$ cat src/rtl/slcan_pkg.sv
// ----------------------------------------------------------------------------
// slcan_pkg
// Shared types, character codes and helpers for the CAN frame to SLCAN
// text encoder.
// ----------------------------------------------------------------------------
package slcan_pkg;

  localparam int unsigned QDEPTH  = 2;
  localparam int unsigned QPTR_W  = 1;
  localparam int unsigned QCNT_W  = 2;
  localparam int unsigned MAX_LEN = 8;

  localparam logic [7:0] CH_STD_DATA = 8'h74;  // 't'
  localparam logic [7:0] CH_STD_RTR  = 8'h72;  // 'r'
  localparam logic [7:0] CH_EXT_DATA = 8'h54;  // 'T'
  localparam logic [7:0] CH_EXT_RTR  = 8'h52;  // 'R'
  localparam logic [7:0] CH_ZERO     = 8'h30;  // '0'
  localparam logic [7:0] CH_ALPHA    = 8'h57;  // 'a' minus ten
  localparam logic [7:0] CH_CR       = 8'h0d;

  localparam logic [2:0] STD_DIGITS_M1 = 3'd2;
  localparam logic [2:0] EXT_DIGITS_M1 = 3'd7;

  typedef struct packed {
    logic        is_extended;
    logic        is_remote;
    logic [28:0] can_id;
    logic [3:0]  data_length;
    logic [63:0] data_bytes;
  } frame_in_t;

  typedef struct packed {
    logic [7:0] ascii_char;
    logic       last;
  } char_out_t;

  // Classified frame: identifier left-aligned for top-nibble-first output.
  typedef struct packed {
    logic [7:0]  letter;
    logic [31:0] id_sr;
    logic [2:0]  id_digits_m1;
    logic [3:0]  len;
    logic [63:0] data;
  } frame_desc_t;

  function automatic logic [7:0] hex_char(input logic [3:0] nib);
    logic [7:0] base;
    base = (nib < 4'd10) ? CH_ZERO : CH_ALPHA;
    return base + {4'b0000, nib};
  endfunction

endpackage

$ cat src/rtl/slcan_front.sv
// ----------------------------------------------------------------------------
// slcan_front
// Accepts frames, picks the type letter, masks the identifier, saturates
// the length and pushes the classified frame into the queue.
// ----------------------------------------------------------------------------
module slcan_front
  import slcan_pkg::*;
(
  input  logic        in_valid,
  output logic        in_ready,
  input  frame_in_t   in_data,
  input  logic        q_full,
  output logic        q_push,
  output frame_desc_t q_desc
);

  logic [3:0] len_sat;

  assign in_ready = !q_full;
  assign q_push   = in_valid && !q_full;
  assign len_sat  = (in_data.data_length > 4'(MAX_LEN)) ? 4'(MAX_LEN) : in_data.data_length;

  always_comb begin
    q_desc.len  = len_sat;
    q_desc.data = in_data.data_bytes;
    if (in_data.is_extended) begin
      q_desc.letter       = in_data.is_remote ? CH_EXT_RTR : CH_EXT_DATA;
      q_desc.id_sr        = {3'b000, in_data.can_id};
      q_desc.id_digits_m1 = EXT_DIGITS_M1;
    end else begin
      q_desc.letter       = in_data.is_remote ? CH_STD_RTR : CH_STD_DATA;
      q_desc.id_sr        = {1'b0, in_data.can_id[10:0], 20'h00000};
      q_desc.id_digits_m1 = STD_DIGITS_M1;
    end
  end

endmodule

$ cat src/rtl/slcan_queue.sv
// ----------------------------------------------------------------------------
// slcan_queue
// Two-entry queue of classified frames between front and back.
// ----------------------------------------------------------------------------
module slcan_queue
  import slcan_pkg::*;
(
  input  logic        clk,
  input  logic        rst_n,
  input  logic        push,
  input  frame_desc_t push_desc,
  output logic        full,
  input  logic        pop,
  output logic        q_valid,
  output frame_desc_t q_desc
);

  frame_desc_t       entry_r [QDEPTH];
  logic [QPTR_W-1:0] wr_ptr_r;
  logic [QPTR_W-1:0] rd_ptr_r;
  logic [QCNT_W-1:0] count_r;
  logic [QCNT_W-1:0] count_nxt;

  assign full    = (count_r == QCNT_W'(QDEPTH));
  assign q_valid = (count_r != '0);
  assign q_desc  = entry_r[rd_ptr_r];

  always_comb begin
    count_nxt = count_r;
    if (push && !(pop && q_valid)) begin
      count_nxt = count_r + 1'b1;
    end else if (!push && pop && q_valid) begin
      count_nxt = count_r - 1'b1;
    end
  end

  always_ff @(posedge clk) begin
    if (!rst_n) begin
      wr_ptr_r <= '0;
      rd_ptr_r <= '0;
      count_r  <= '0;
    end else begin
      count_r <= count_nxt;
      if (push) begin
        wr_ptr_r <= wr_ptr_r + 1'b1;
      end
      if (pop && q_valid) begin
        rd_ptr_r <= rd_ptr_r + 1'b1;
      end
    end
  end

  always_ff @(posedge clk) begin
    if (push) begin
      entry_r[wr_ptr_r] <= push_desc;
    end
  end

`ifndef SYNTHESIS
  a_count_bound: assert property (@(posedge clk) disable iff (!rst_n)
    count_r <= QCNT_W'(QDEPTH))
    else $error("queue count out of range");

  a_no_push_full: assert property (@(posedge clk) disable iff (!rst_n)
    full |-> !push)
    else $error("push into full queue");

  a_ptr_gap: assert property (@(posedge clk) disable iff (!rst_n)
    (count_r == '0 || full) |-> (wr_ptr_r == rd_ptr_r))
    else $error("queue pointers disagree with count");
`endif

endmodule

$ cat src/rtl/slcan_back.sv
// ----------------------------------------------------------------------------
// slcan_back
// Serializes one classified frame into SLCAN text, one character per cycle
// while out_ready stays high, into a registered output stage.
// ----------------------------------------------------------------------------
module slcan_back
  import slcan_pkg::*;
(
  input  logic        clk,
  input  logic        rst_n,
  input  logic        q_valid,
  input  frame_desc_t q_desc,
  output logic        q_pop,
  output logic        out_valid,
  input  logic        out_ready,
  output char_out_t   out_data
);

  typedef enum logic [5:0] {
    ST_IDLE   = 6'b000001,
    ST_LETTER = 6'b000010,
    ST_ID     = 6'b000100,
    ST_LEN    = 6'b001000,
    ST_DATA   = 6'b010000,
    ST_CR     = 6'b100000
  } back_state_t;

  back_state_t state_r, state_nxt;
  logic [7:0]  letter_r;
  logic [31:0] id_sr_r, id_sr_nxt;
  logic [3:0]  len_r;
  logic [63:0] data_r, data_nxt;
  logic [2:0]  cnt_r, cnt_nxt;
  logic        hi_r, hi_nxt;
  logic        out_valid_r;
  char_out_t   out_data_r;
  logic        adv;
  logic        emit;
  logic        load;
  char_out_t   ch;

  assign adv       = !out_valid_r || out_ready;
  assign out_valid = out_valid_r;
  assign out_data  = out_data_r;
  assign q_pop     = adv && load;

  always_comb begin
    state_nxt     = state_r;
    id_sr_nxt     = id_sr_r;
    data_nxt      = data_r;
    cnt_nxt       = cnt_r;
    hi_nxt        = hi_r;
    emit          = 1'b1;
    load          = 1'b0;
    ch.ascii_char = CH_CR;
    ch.last       = 1'b0;
    unique case (state_r)
      ST_IDLE: begin
        emit = 1'b0;
        load = q_valid;
      end
      ST_LETTER: begin
        ch.ascii_char = letter_r;
        state_nxt     = ST_ID;
      end
      ST_ID: begin
        ch.ascii_char = hex_char(id_sr_r[31:28]);
        id_sr_nxt     = {id_sr_r[27:0], 4'h0};
        if (cnt_r == '0) begin
          state_nxt = ST_LEN;
        end else begin
          cnt_nxt = cnt_r - 1'b1;
        end
      end
      ST_LEN: begin
        ch.ascii_char = CH_ZERO + {4'b0000, len_r};
        hi_nxt        = 1'b1;
        if (len_r == '0) begin
          state_nxt = ST_CR;
        end else begin
          cnt_nxt   = 3'(len_r - 4'd1);
          state_nxt = ST_DATA;
        end
      end
      ST_DATA: begin
        ch.ascii_char = hex_char(hi_r ? data_r[7:4] : data_r[3:0]);
        if (hi_r) begin
          hi_nxt = 1'b0;
        end else begin
          hi_nxt   = 1'b1;
          data_nxt = {8'h00, data_r[63:8]};
          if (cnt_r == '0) begin
            state_nxt = ST_CR;
          end else begin
            cnt_nxt = cnt_r - 1'b1;
          end
        end
      end
      ST_CR: begin
        ch.ascii_char = CH_CR;
        ch.last       = 1'b1;
        load          = q_valid;
        state_nxt     = ST_IDLE;
      end
      default: begin
        emit      = 1'b0;
        state_nxt = ST_IDLE;
      end
    endcase
    if (load) begin
      state_nxt = ST_LETTER;
      id_sr_nxt = q_desc.id_sr;
      cnt_nxt   = q_desc.id_digits_m1;
      data_nxt  = q_desc.data;
    end
  end

  always_ff @(posedge clk) begin
    if (!rst_n) begin
      state_r     <= ST_IDLE;
      out_valid_r <= 1'b0;
    end else if (adv) begin
      state_r     <= state_nxt;
      out_valid_r <= emit;
    end
  end

  always_ff @(posedge clk) begin
    if (adv) begin
      out_data_r <= ch;
      id_sr_r    <= id_sr_nxt;
      data_r     <= data_nxt;
      cnt_r      <= cnt_nxt;
      hi_r       <= hi_nxt;
      if (load) begin
        letter_r <= q_desc.letter;
        len_r    <= q_desc.len;
      end
    end
  end

`ifndef SYNTHESIS
  a_last_is_cr: assert property (@(posedge clk) disable iff (!rst_n)
    (out_valid_r && out_data_r.last) |-> (out_data_r.ascii_char == CH_CR))
    else $error("last flag on a character other than carriage return");

  a_pop_needs_item: assert property (@(posedge clk) disable iff (!rst_n)
    q_pop |-> q_valid)
    else $error("pop from empty queue");

  a_letter_follows_load: assert property (@(posedge clk) disable iff (!rst_n)
    q_pop |=> (state_r == ST_LETTER))
    else $error("frame load did not start with the type letter");

  a_len_bound: assert property (@(posedge clk) disable iff (!rst_n)
    (state_r == ST_DATA) |-> (len_r <= 4'(MAX_LEN) && len_r != '0))
    else $error("data phase with bad length");
`endif

endmodule

$ cat src/rtl/can_frame_to_slcan_ascii.sv
// ----------------------------------------------------------------------------
// can_frame_to_slcan_ascii
// Encodes received CAN frames as SLCAN text, one ASCII character per item.
// ----------------------------------------------------------------------------
// Each frame becomes a type letter, 3 or 8 lower-case hex identifier digits,
// one length digit (lengths above 8 read as 8), two hex digits per data byte
// and a closing carriage return flagged by last: 6 to 27 characters. The
// character serializer emits one character per cycle while out_ready stays
// high; when it was idle, loading a frame emits nothing first, and frames
// waiting in the queue follow with no gap. A two-entry frame queue in front
// of it lets in_ready stay high while earlier frames are still being sent.
module can_frame_to_slcan_ascii
  import slcan_pkg::*;
(
  input  logic      clk,
  input  logic      rst_n,
  input  logic      in_valid,
  output logic      in_ready,
  input  frame_in_t in_data,
  output logic      out_valid,
  input  logic      out_ready,
  output char_out_t out_data
);

  logic        q_full;
  logic        q_push;
  frame_desc_t push_desc;
  logic        q_pop;
  logic        q_valid;
  frame_desc_t q_desc;

  slcan_front u_front (
    .in_valid (in_valid),
    .in_ready (in_ready),
    .in_data  (in_data),
    .q_full   (q_full),
    .q_push   (q_push),
    .q_desc   (push_desc)
  );

  slcan_queue u_queue (
    .clk       (clk),
    .rst_n     (rst_n),
    .push      (q_push),
    .push_desc (push_desc),
    .full      (q_full),
    .pop       (q_pop),
    .q_valid   (q_valid),
    .q_desc    (q_desc)
  );

  slcan_back u_back (
    .clk       (clk),
    .rst_n     (rst_n),
    .q_valid   (q_valid),
    .q_desc    (q_desc),
    .q_pop     (q_pop),
    .out_valid (out_valid),
    .out_ready (out_ready),
    .out_data  (out_data)
  );

endmodule
$ cat config.mk
export PLATFORM = sky130hd
export DESIGN_NAME = can_frame_to_slcan_ascii
export DESIGN_NICKNAME = d
export VERILOG_FILES = /design/src/rtl/slcan_pkg.sv /design/src/rtl/slcan_front.sv /design/src/rtl/slcan_queue.sv /design/src/rtl/slcan_back.sv /design/src/rtl/can_frame_to_slcan_ascii.sv
export SDC_FILE = /design/constraint.sdc
export NUM_CORES = 1
export LEC_CHECK = 0
export BUFFER_PORTS_ARGS = -buffer_cell sky130_fd_sc_hd__clkbuf_2
export CAP_MARGIN = 20
export CORE_MARGIN = 2
export CORE_UTILIZATION = 43
export CTS_CLUSTER_DIAMETER = 100
export DETAILED_ROUTE_END_ITERATION = 12
export SKIP_CTS_REPAIR_TIMING = 1
export SLEW_MARGIN = 5
export SYNTH_ARGS = -nofsm -noshare
export SYNTH_HDL_FRONTEND = slang
export SYNTH_HIERARCHICAL = 1
export SYNTH_SLANG_ARGS = --single-unit
$ cat constraint.sdc
create_clock -name clk -period 7 [get_ports clk]
set_clock_uncertainty 0.05 [all_clocks]
set_input_delay 0.35 -clock clk [delete_from_list [all_inputs] [get_ports clk]]
set_output_delay 0.35 -clock clk [all_outputs]
set_load 0.05 [all_outputs]
After elaboration in Yosys (flattened, before gate mapping):

Memory sizes are Yosys's and may differ from the RTL's. A register that Yosys moved wholly into a read port is not among the register bits.
Cells that the tools add are included.

* bits in registers: 132
* bits in latches: 0
* memory bits (writable): 222
* memory bits (read-only): 0
* bits of input ports: 103
* output and inout bits: 11
* word-level logic and storage cells: 101
* memories: 1

* add/subtract/negate cells: 9
* multiply operators: 0
* divide/modulo/power cells: 0
* order comparisons: 3
* eq/ne operators: 13
* shifts and indexed selects: 0
* multiplexer cells: 35
* bitwise operators: 0
* reduce and logical (&&, ||, !) cells: 27

Memory list
* u_queue.entry_r: depth 2, width 111, read ports 1, clocked after memory_dff 1, write ports 1, RTL line slcan_queue.sv:18 `frame_desc_t entry_r [QDEPTH];`

Operators with widths (count)
* 64-bit two-way mux: 3
* 32-bit two-way mux: 2
* 43-bit two-way mux: 1
* 8-bit one-hot mux with 4 select lines: 1
* 6-bit two-way mux: 5
* 6-bit one-hot mux with 5 select lines: 1
* 3-bit two-way mux: 6
* 8-bit by 4-bit adder with 8-bit output: 2
* 7-bit two-way mux: 2
* 2-bit nonzero test: 5
* 3-bit one-hot mux with 3 select lines: 1
* 4-bit less-than comparator, second input constant: 2
* 1-bit two-way mux: 8
* 4-bit two-way mux: 2
* 6-bit by 4-bit adder with 7-bit output, first input constant: 1
* 6-bit by 1-bit equality test with 1-bit output, second input constant: 1
* 6-bit by 2-bit equality test with 1-bit output, second input constant: 1
* 6-bit by 3-bit equality test with 1-bit output, second input constant: 1
* 6-bit by 4-bit equality test with 1-bit output, second input constant: 1
* 6-bit by 5-bit equality test with 1-bit output, second input constant: 1
* 6-bit equality test, second input constant: 1
* 1-bit logical AND: 6
* 3-bit by 1-bit != test with 1-bit output, second input constant: 2
* 2-bit AND reduction: 3
* other kinds (22): 28

Depth between registers and ports, before layout:

Gate-level depths: netlist of run 1.

* depth after elaboration: 8
* gate-level depth with buffers: 9

Cells and area by module:

Netlist of run 1, hierarchy kept.

Modules (own cells, without submodules)
* slcan_queue: instances 1, cells an instance 370, area each 8266.7 um^2
* slcan_back: instances 1, cells an instance 546, area each 5831.8 um^2
* slcan_front: instances 1, cells an instance 118, area each 889.6 um^2

Worst setup path before layout of run 1:

OpenSTA, ideal clock, no wires.

* kind: flip-flop to flip-flop
* start point: register u_queue.count_r[1]
* end point: memory u_queue/entry_r[0][0] (netlist name), enable pin
* library setup time: 0.596 ns
* data arrival time: 5.723 ns
* required time: 6.354 ns
* path slack: 0.632 ns
* stages on the path, launching flop included: 4
* path buffers: 0
* clock period less this slack: 6.368 ns
* cell sequence: dfxtp_1 -> nor2b_1 -> nor2b_1 -> nor2b_1

* cells in the longest elaborated chain, start to end: 5

Ends and longest elaborated chain
* start: declaration: RTL line slcan_queue.sv:21 `logic [QCNT_W-1:0] count_r;`
* start signal: assignment: RTL line slcan_queue.sv:43 `count_r <= count_nxt;`
* 2-bit equality test: RTL line slcan_queue.sv:24 `assign full = (count_r == QCNT_W'(QDEPTH));`
* net q_full: RTL line can_frame_to_slcan_ascii.sv:25 `logic q_full;`
* 1-bit logical NOT: RTL line slcan_front.sv:20 `assign q_push = in_valid && !q_full;`
* 1-bit logical AND: RTL line slcan_front.sv:20
* net q_push: RTL line can_frame_to_slcan_ascii.sv:26 `logic q_push;`
* 1-bit two-way mux: RTL line slcan_queue.sv:54 `if (push) begin`
* 1-bit two-way mux (not written as such): RTL line slcan_queue.sv:55 `entry_r[wr_ptr_r] <= push_desc;`
* end: declaration: RTL line slcan_queue.sv:18

The timed path passes the listed nets, and every way through them passes these cells.

Final worst setup path of run 1:

* start point: register u_queue.count_r[1]
* end point: memory u_queue/entry_r[1][80] (netlist name), enable pin

The elaborated chain is that of the path after synthesis.

==> summary.md, run 1 <==
| Metric | Value |
|---|---|
| Clk root buf | sky130_fd_sc_hd__clkbuf_16 |
| Asr flop ratio synth | 0 |
| Status | finished clean |
| Worst path cell trace | nor2b_1 > nor2b_1 > and2_4 > buf_4 |
| Area growth from synthesis to layout | 14.8% |
| Number of sinks handled by clock tree synthesis | 355 |
| Number of enable flip-flop cells after synthesis | 343 |
| Shortest period the worst path allows | 2920 ps |
| Clock Path Buffers | 3 |
| ANT cells | 0 |
| Maximum number of pins on one net before global-route repair | 101 |
| Kind of path behind the tightest hold check | in2reg |
| Count of maximum capacitance violations | 0 |
| Wire length of the first global-routing pass | 41.4 mm |
| Maximum resistive drop on vdd | 0.181 mV |
| Count of standard-cell rows | 68 |
| Highest achievable clock rate | 0.343 GHz |
| Final antenna-violating net count | 0 |
| Area enclosed by the die boundary | 36400 µm² |
| RSZ-0062 raised after global routing | false |
| Per-instance average area after synthesis | 14.5 µm² |
| Setup TNS | 0 ps |
| Setup crit end kind | flip-flop |
| Vias in the first global route | 7868 |
| DRC viols | 0 |
| Vert. Die Dim | 191 µm |
| Count of final hold-check violations | 0 |
| Max transition margin | 0.417 |
| CTS tree | built |
| Arrival time at the worst endpoint | 3000 ps |
| Slowest stage cell on the critical path | sky130_fd_sc_hd__buf_4 |
| GR Util All Layers | 0.145 |
| Max Transition Viols Final | 0 |
| Number of antenna violations at the first check in global routing | 0 |
| Per-cell via count in the routed design | 4.77 |
| Ports placed on the boundary | 114 |
| Number of buffers added by the clock tree synthesis step | 38 |
| Leakage power | 6.44 nW |
| Routed wire per std cell | 16.2 µm |
| Post-Synthesis Cells | 1034 |
| Cell repeated most along the worst path | sky130_fd_sc_hd__nor2b_1 |
| Number of nets in the layout | 1258 |
| Netlist area before placement | 15000 µm² |
| Die outline width | 191 µm |
| Critical Path Max Stage Delay | 790 ps |
| Crit path required time | 7090 ps |
| Seq/Total Area, Yosys | 0.703 |
| Final worst path period share | 0.417 |
| Seq cells post-synth | 355 |
| GRT Residual Overflow | 0 |
| Netlist cell types | 54 |
| Most instantiated flip-flop cell in the synthesis netlist | sky130_fd_sc_hd__edfxtp_1 |
| Global placement routability congestion | 0.785 |
| Number of I/O port buffers | 113 |
| Power per cell area | 348 nW/µm² |
| YS warnings | 6 |
| Final Routed Wirelength | 26.4 mm |
| Clock-pin slew on the worst setup and hold paths | 60 ps |
| Filler cell count | 2994 |
| Critical setup path kind | reg2reg |
| WHS | 10.1 ps |
| Latest clock arrival within the worst-skew pair | 520 ps |
| Area of the core region | 34500 µm² |
| H-tree Lvls | 2 |
| Maximum fanout along the worst path | 58 |
| HPWL reported at the end of detailed placement | 15.2 mm |
| Vias post-DR | 7775 |
| Actual slew at the worst max-slew pin | 874 ps |
| Fraction of layout instances using a drive strength above 1 | 0.263 |
| Drt initial violations | 501 |
| Critical path launch point type | flip-flop |
| Detailed Routing Iterations Pass 1 | 5 |
| Final-report setup violation count | 0 |
| Starting utilization of the core area | 0.435 |
## synth_stat cells (4+ instances only)
master / instances / share of area
sky130_fd_sc_hd__edfxtp_1: 343 / 0.69
sky130_fd_sc_hd__nand2_1: 265 / 0.066
sky130_fd_sc_hd__mux2_2: 116 / 0.087
sky130_fd_sc_hd__buf_4: 75 / 0.038
sky130_fd_sc_hd__and2_1: 38 / 0.016
sky130_fd_sc_hd__buf_2: 17 / 0.0057
sky130_fd_sc_hd__a21oi_1: 16 / 0.0053
sky130_fd_sc_hd__nor2b_1: 16 / 0.0067
sky130_fd_sc_hd__buf_6: 13 / 0.0098
sky130_fd_sc_hd__clkbuf_1: 12 / 0.0030
sky130_fd_sc_hd__dfxtp_1: 12 / 0.016
sky130_fd_sc_hd__nor2_1: 12 / 0.0030
sky130_fd_sc_hd__mux2i_1: 9 / 0.0060
sky130_fd_sc_hd__inv_1: 7 / 0.0018
sky130_fd_sc_hd__mux2_4: 7 / 0.0070
sky130_fd_sc_hd__ha_1: 6 / 0.0050
sky130_fd_sc_hd__o211ai_1: 6 / 0.0030
sky130_fd_sc_hd__o21ai_0: 6 / 0.0020
sky130_fd_sc_hd__nand3_1: 4 / 0.0013
sky130_fd_sc_hd__xor2_1: 4 / 0.0023
## metrics by stage
| step | instances | setup slack (ps) | power (mW) | util | area [µm²] |
|---|---|---|---|---|---|
| 2_1_floorplan | 1039 | 632 | 3.88 | - | 15000 |
| 3_3_place_gp | 1499 | 4090 | 4.15 | 0.447 | 15400 |
| 3_5_place_dp | 1499 | 4040 | 4.17 | 0.447 | 15400 |
| 4_1_cts | 1566 | 4030 | 6.03 | 0.480 | 16500 |
| 5_1_grt | 1629 | 3860 | 6.32 | 0.499 | 17200 |
| 6_report | 1629 | 4080 | 5.99 | 0.499 | 17200 |
## cell families (layout without fill, tap and decap cells)
logic type	count (synthesis)	after routing	synth area share
AO/OA/AOI/OAI	48	48	0.0214
XOR/XNOR	7	7	0.00409
adder cells (fa/ha/maj)	8	8	0.00768
buffers and inverters	126	261	0.0585
flip-flops	355	355	0.703
multiplexers	132	132	0.100
other	2	7	0.000501
AND/OR/NAND/NOR	356	356	0.104
## state kept, by name, summed over array words and instances (netlist names), named ones only
name	count
u_back/hi_r	1
u_queue/entry_r	222
u_back/cnt_r	3
u_queue/rd_ptr_r	1
u_back/out_valid	1
u_back/data_r	64
u_back/id_sr_r	32
u_back/letter_r	8
u_back/state_r	6
u_back/len_r	4
u_queue/count_r	2
u_back/out_data	9
u_queue/wr_ptr_r	1
## routing by layer
layer	up-vias	track usage	part of all wire
met2	137	0.241	0.48
li1	3837	-	-
met5	-	0	0
met4	0	0.0394	0.016
met1	3764	0.196	0.47
met3	37	0.0265	0.037
## area by class of cell
class                           instances  area [µm²]  area share
Clock inverter                         19         154     0.00894
Clock buffer                           48         988      0.0574
Timing Repair Buffer                  186        1300      0.0755
Tap cell                              455         569      0.0331
Inverter                                8        32.5     0.00189
Multi-Input combinational cell        558        3620       0.210
Sequential cell                       355       10500       0.613
## worst max-delay path: cells and delay by family (launching register included)
kind | cells | cell delay (ps)
buf+inv | 1 | 790
simple gates | 3 | 1290
flops | 1 | 340
## cells in the final DEF, fill, tap and decap left out, drive strengths merged, types with 3 or more instances in the layout
master,n
and2,38
nand2,265
a21oi,16
ha,6
o211ai,6
clkinv,15
nand3,4
and4b,3
clkbuf,161
xnor2,3
nor3,3
conb,7
mux2i,9
mux2,123
a22oi,3
xor2,4
o21ai,8
nor2b,16
nand2b,3
nor2,12
inv,10
edfxtp,343
dlygate4sd3,61
dfxtp,12
buf,12
## final timing paths
check / startpoint / to / slack [ps] / cells after the start
min reg2reg: u_back/data_r[48]$_DFFE_PP_ / u_back/data_r[40]$_DFFE_PP_ / 460 / 2
min: in_data[97] / u_queue/entry_r[0][104]$_DFFE_PP_ / 10 / 1
max: u_queue/count_r[1]$_SDFFE_PN0P_ / u_queue/entry_r[1][80]$_DFFE_PP_ / 4080 / 4
max reg2reg: u_queue/count_r[1]$_SDFFE_PN0P_ / u_queue/entry_r[1][80]$_DFFE_PP_ / 4080 / 4
## power breakdown
part | internal, mW | switching, mW | total (mW)
Sequential | 2.83 | 0.136 | 2.97
Clock | 1.07 | 0.767 | 1.84
Combinational | 0.447 | 0.734 | 1.18
Total | 4.35 | 1.64 | 5.99
No activity file was read; power rests on OpenSTA's default activity.
==> run 2: changes to the inputs <==
--- a/config.mk
+++ b/config.mk
@@ -5,6 +5,7 @@
 export SDC_FILE = /design/constraint.sdc
 export NUM_CORES = 1
 export LEC_CHECK = 0
+export ABC_AREA = 1
 export BUFFER_PORTS_ARGS = -buffer_cell sky130_fd_sc_hd__clkbuf_2
 export CAP_MARGIN = 20
 export CORE_MARGIN = 2
==> constraint.sdc (replaced) <==
create_clock -name clk -period 2.9 [get_ports clk]
set_clock_uncertainty 0.05 [all_clocks]
set_input_delay 0.145 -clock clk [delete_from_list [all_inputs] [get_ports clk]]
set_output_delay 0.145 -clock clk [all_outputs]
set_load 0.05 [all_outputs]
==> run 2 against run 1 <==
Area after synthesis is 0.43% higher; clock power grew 150%; register-to-register slack lost 3700 ps; critical path type unchanged.
==> summary.md, run 2 <==
| Metric | Value |
|---|---|
| Register with the highest flop count | u_queue/entry_r |
| Actual slew at the worst max-slew pin | 736 ps (-138 ps) |
| Regs by FF count | u_queue/entry_r: 222 flops, u_back/data_r: 64 flops, u_back/id_sr_r: 32 flops |
| Crit path required time | 3100 ps (-3990 ps) |
| Launch instance of the worst register-to-register path | u_back/hi_r$_SDFFCE_PN1P_ |
| Xor-xnor portion of the synthesized cell area | 0.00116 (-0.00293) |
| Count of maximum capacitance violations | 0 (unchanged) |
| YS warnings | 6 (unchanged) |
| Number of sinks handled by clock tree synthesis | 355 (unchanged) |
| HPWL reported at the end of detailed placement | 16.2 mm (+6.5%) |
| Share of total power consumed by net switching | 0.285 (+0.0115) |
| GRT Residual Overflow | 0 (unchanged) |
| Depth of the most critical reg-to-reg path | 11 (+7) |
| Number of I/O port buffers | 113 (unchanged) |
| Vias in the first global route | 7983 (+1.5%) |
| Number of nets in the layout | 1423 (+13%) |
| Maximum resistive drop on vdd | 0.496 mV (+170%) |
| Worst path cell trace | inv_1 > o21ai_0 > nand2_1 > nand2_1 > ha_1 > inv_1 > fa_1 > inv_1 > nand4_1 > nand3_1 > nand3_1 |
| Commonest cells after routing, fill and taps aside | sky130_fd_sc_hd__nand2_1 (350), sky130_fd_sc_hd__edfxtp_1 (343), sky130_fd_sc_hd__clkbuf_2 (113), sky130_fd_sc_hd__mux2_2 (111), sky130_fd_sc_hd__dlygate4sd3_1 (107) |
| Cell repeated most along the worst path | sky130_fd_sc_hd__inv_1 |
| Internal Power | 11.0 mW (+150%) |
| Synth area leaders | sky130_fd_sc_hd__edfxtp_1 (68%), sky130_fd_sc_hd__nand2_1 (8.7%), sky130_fd_sc_hd__mux2_2 (8.3%), sky130_fd_sc_hd__buf_4 (4.2%), sky130_fd_sc_hd__inv_1 (1.9%) |
| Vias post-DR | 8491 (+9.2%) |
| Maximum number of pins on one net before global-route repair | 97 (-4.0%) |
| Kind of path behind the tightest hold check | in2reg |
| Met2 Routed Length | 13.9 mm (+10%) |
| Number of buffers added by the clock tree synthesis step | 38 (unchanged) |
| Maximum fanout along the worst path | 6 (-90%) |
| Leading cell type in the layout, fill and taps excluded | sky130_fd_sc_hd__nand2_1 |
| Number of antenna violations at the first check in global routing | 0 (unchanged) |
| Net load switching power | 4.40 mW (+170%) |
| Area leader, netlist | sky130_fd_sc_hd__edfxtp_1 |
| Netlist area before placement | 15100 µm² (+0.43%) |
| Hold path depth | 4 (+3) |
| Critical path launch point type | flip-flop |
| Logic depth of the worst path, buffers included | 11 (+7) |
| Proportion of power drawn by combinational gates | 0.227 (+0.030) |
| Final-report setup violation count | 0 (unchanged) |
| Yosys top cell area share | 0.684 (-0.00297) |
| Combinational family with the most area after synthesis | simple AND/OR/NAND/NOR gates |
| Total routed wire length on the met1 layer | 12.3 mm (-0.72%) |
| Ports placed on the boundary | 114 (unchanged) |
| Area growth from synthesis to layout | 18.5% |
| Crit path buf inv count | 3 (+2) |
| Number of flip-flops under the largest register name | 222 (unchanged) |
| Seq/Total Area, Yosys | 0.700 (-0.00304) |
| Highest achievable clock rate | 0.405 GHz (+18%) |
| RSZ-0062 raised after global routing | false |
| Seq cells post-synth | 355 (unchanged) |
| DRC viols | 0 (unchanged) |
| CTS tree | built |
| Netlist cell types | 36 (-33%) |
| Endpoint of the worst hold-timing path | u_back/hi_r$_SDFFCE_PN1P_ |
| Final worst path period share | 0.852 (+0.435) |
| Max Transition Viols Final | 0 (unchanged) |
| Per-cell via count in the routed design | 4.73 (-0.89%) |
| Routed wire per std cell | 15.5 µm (-4.2%) |
| Leading cell types by count after synthesis | sky130_fd_sc_hd__nand2_1 (350), sky130_fd_sc_hd__edfxtp_1 (343), sky130_fd_sc_hd__mux2_2 (111) |
| Detailed Routing Iterations Pass 1 | 5 (unchanged) |
| Most instantiated flip-flop cell in the synthesis netlist | sky130_fd_sc_hd__edfxtp_1 |
| Fraction of layout instances using a drive strength above 1 | 0.234 (-0.0296) |
| GR Util All Layers | 0.149 (+0.00381) |
| Clk root buf | sky130_fd_sc_hd__clkbuf_16 |
| Shortest period the worst path allows | 2470 ps (-447 ps) |
| Leakage power | 7.11 nW (+10%) |
| Critical Path Max Stage Delay | 470 ps (-320 ps) |
| Per-instance average area after synthesis | 13.2 µm² (-9.1%) |
| Final Routed Wirelength | 27.9 mm (+5.6%) |
| Fraction of synthesized area in multiplexers | 0.0830 (-0.0171) |
| Post-Synthesis Cells | 1142 (+10%) |
| Power per cell area | 865 nW/µm² (+150%) |
| Setup TNS | 0 ps (unchanged) |
| Global placement routability congestion | 0.848 (+8.0%) |
| Area of the core region | 34500 µm² (+0.25%) |
| Max transition margin | 0.509 (+0.0922) |
| Latest clock arrival within the worst-skew pair | 510 ps (about the same) |
| Setup crit end kind | flip-flop |
| Die outline width | 191 µm (+0.21%) |
| Starting utilization of the core area | 0.436 (+0.000812) |
| Crit path setup slack, layout | 429 ps (-3650 ps) |
| Wire length of the first global-routing pass | 42.4 mm (+2.2%) |
| Highest metal used | met4 |
| H-tree Lvls | 2 (unchanged) |
| Asr flop ratio synth | 0 (unchanged) |
| Clock Path Buffers | 3 (unchanged) |
| Startpoint of the worst hold path | out_ready |
| Number of enable flip-flop cells after synthesis | 343 (unchanged) |
| Part of the power in registers | 0.476 (-0.019) |
| Clock power share | 0.297 (-0.011) |
| Post-synthesis share of cell area spent on full adders, half adders and majority gates | 0.00765 (-0.0000332) |
| Area enclosed by the die boundary | 36500 µm² (+0.43%) |
| Arrival time at the worst endpoint | 2670 ps (-330 ps) |
| Synthesized-area fraction occupied by and/or/nand/nor cells | 0.115 (+0.0110) |
| Post-Place Setup Slack | 435 ps (-3610 ps) |
| Wire length on met3 | 1.08 mm (+10%) |
| Vert. Die Dim | 191 µm (+0.21%) |
| Count of final hold-check violations | 0 (unchanged) |
| Cell family with the largest share of critical-path delay | simple AND/OR/NAND/NOR gates |
| Slowest stage cell on the critical path | sky130_fd_sc_hd__edfxtp_1 |
| ANT cells | 0 (unchanged) |
| Status | finished clean |
| Compound-Gate Fraction of Synth Area | 0.0141 (-0.00724) |
| Drt initial violations | 566 (+13%) |
| Count of standard-cell rows | 68 (unchanged) |
| Capturing point of the worst reg2reg path | u_back/out_data[5]$_DFFE_PN_ |
| Worst reg-to-reg setup slack | 430 ps (-3650 ps) |
| Clock-pin slew on the worst setup and hold paths | 60 ps (about the same) |
| Final antenna-violating net count | 0 (unchanged) |
| Dominant cell by count in the synthesized netlist | sky130_fd_sc_hd__nand2_1 |
| Critical setup path kind | reg2reg |
## run 2: changes by cell type after synthesis, sizes merged, moves of 7 or more
cell,delta
clkbuf,-7
nor2b,-16
nand2,+88
mux2,-12
nand3,+21
mux2i,-9
nor2,+34
and2,-37
inv,+71
## run 2: final cells by class
class / instances / area (µm²)
tap: 455 / 569
timing repair buffer: 236 / 1860
fill: 2982 / 16700
clock inverter: 22 / 179
inverter: 80 / 305
multi-input combinational: 601 / 3390
clock buffer: 46 / 1000
sequential: 355 / 10500
## run 2: cells by family (layout without fill, tap and decap cells)
| group | Yosys count | count (layout) |
|---|---|---|
| other | 2 | 7 |
| flip-flops | 355 | 355 |
| buffers and inverters | 191 | 384 |
| XOR/XNOR | 2 | 2 |
| AO/OA/AOI/OAI | 38 | 38 |
| AND/OR/NAND/NOR | 435 | 435 |
| multiplexers | 111 | 111 |
| adder cells (fa/ha/maj) | 8 | 8 |
## run 2: worst reg2reg max path, stage by stage, from the launching register on
cell and delay (ps):
sky130_fd_sc_hd__edfxtp_1 470, sky130_fd_sc_hd__inv_1 130, sky130_fd_sc_hd__o21ai_0 240, sky130_fd_sc_hd__nand2_1 190
sky130_fd_sc_hd__nand2_1 150, sky130_fd_sc_hd__ha_1 180, sky130_fd_sc_hd__inv_1 50, sky130_fd_sc_hd__fa_1 360
sky130_fd_sc_hd__inv_1 100, sky130_fd_sc_hd__nand4_1 110, sky130_fd_sc_hd__nand3_1 90, sky130_fd_sc_hd__nand3_1 80
## run 2: power groups by stage
stage               Clock, mW  Sequential, mW  Combinational (mW)
floorplan                   0            7.48                2.60
global route             4.91            7.45                3.96
detailed placement          0            7.47                3.44
finish                   4.58            7.35                3.50
global placement            0            7.44                3.39
CTS                      4.70            7.36                3.46
## run 2: layer usage
metal  vias up  track usage
met5         -            0
met4         0       0.0408
met3        42       0.0261
met2       163        0.247
met1      4118        0.202
li1       4168            -
## run 2: stage by stage
step	hold WS (ps)	std cells	total power [mW]	instance area, µm²	util
4_1_cts	-250	1688	15.5	16800	0.486
3_5_place_dp	287	1620	10.9	15600	0.451
3_3_place_gp	285	1620	10.8	15600	0.451
2_1_floorplan	179	1147	10.1	15100	-
5_1_grt	159	1795	16.3	17800	0.517
6_report	136	1795	15.4	17800	0.517
## run 2: worst max-delay path by stage
stage | endpoint | startpoint
after CTS | u_back/out_data[5]$_DFFE_PN_ | u_back/hi_r$_SDFFCE_PN1P_
after global placement | u_back/out_data[3]$_DFFE_PN_ | u_back/id_sr_r[29]$_DFFE_PP_
after global routing | u_back/out_data[5]$_DFFE_PN_ | u_back/hi_r$_SDFFCE_PN1P_
after floorplan | u_back/data_r[0]$_DFFE_PP_ | u_back/state_r[2]$_SDFFE_PN0P_
final | u_back/out_data[5]$_DFFE_PN_ | u_back/hi_r$_SDFFCE_PN1P_
after detailed placement | u_back/out_data[5]$_DFFE_PN_ | u_back/hi_r$_SDFFCE_PN1P_
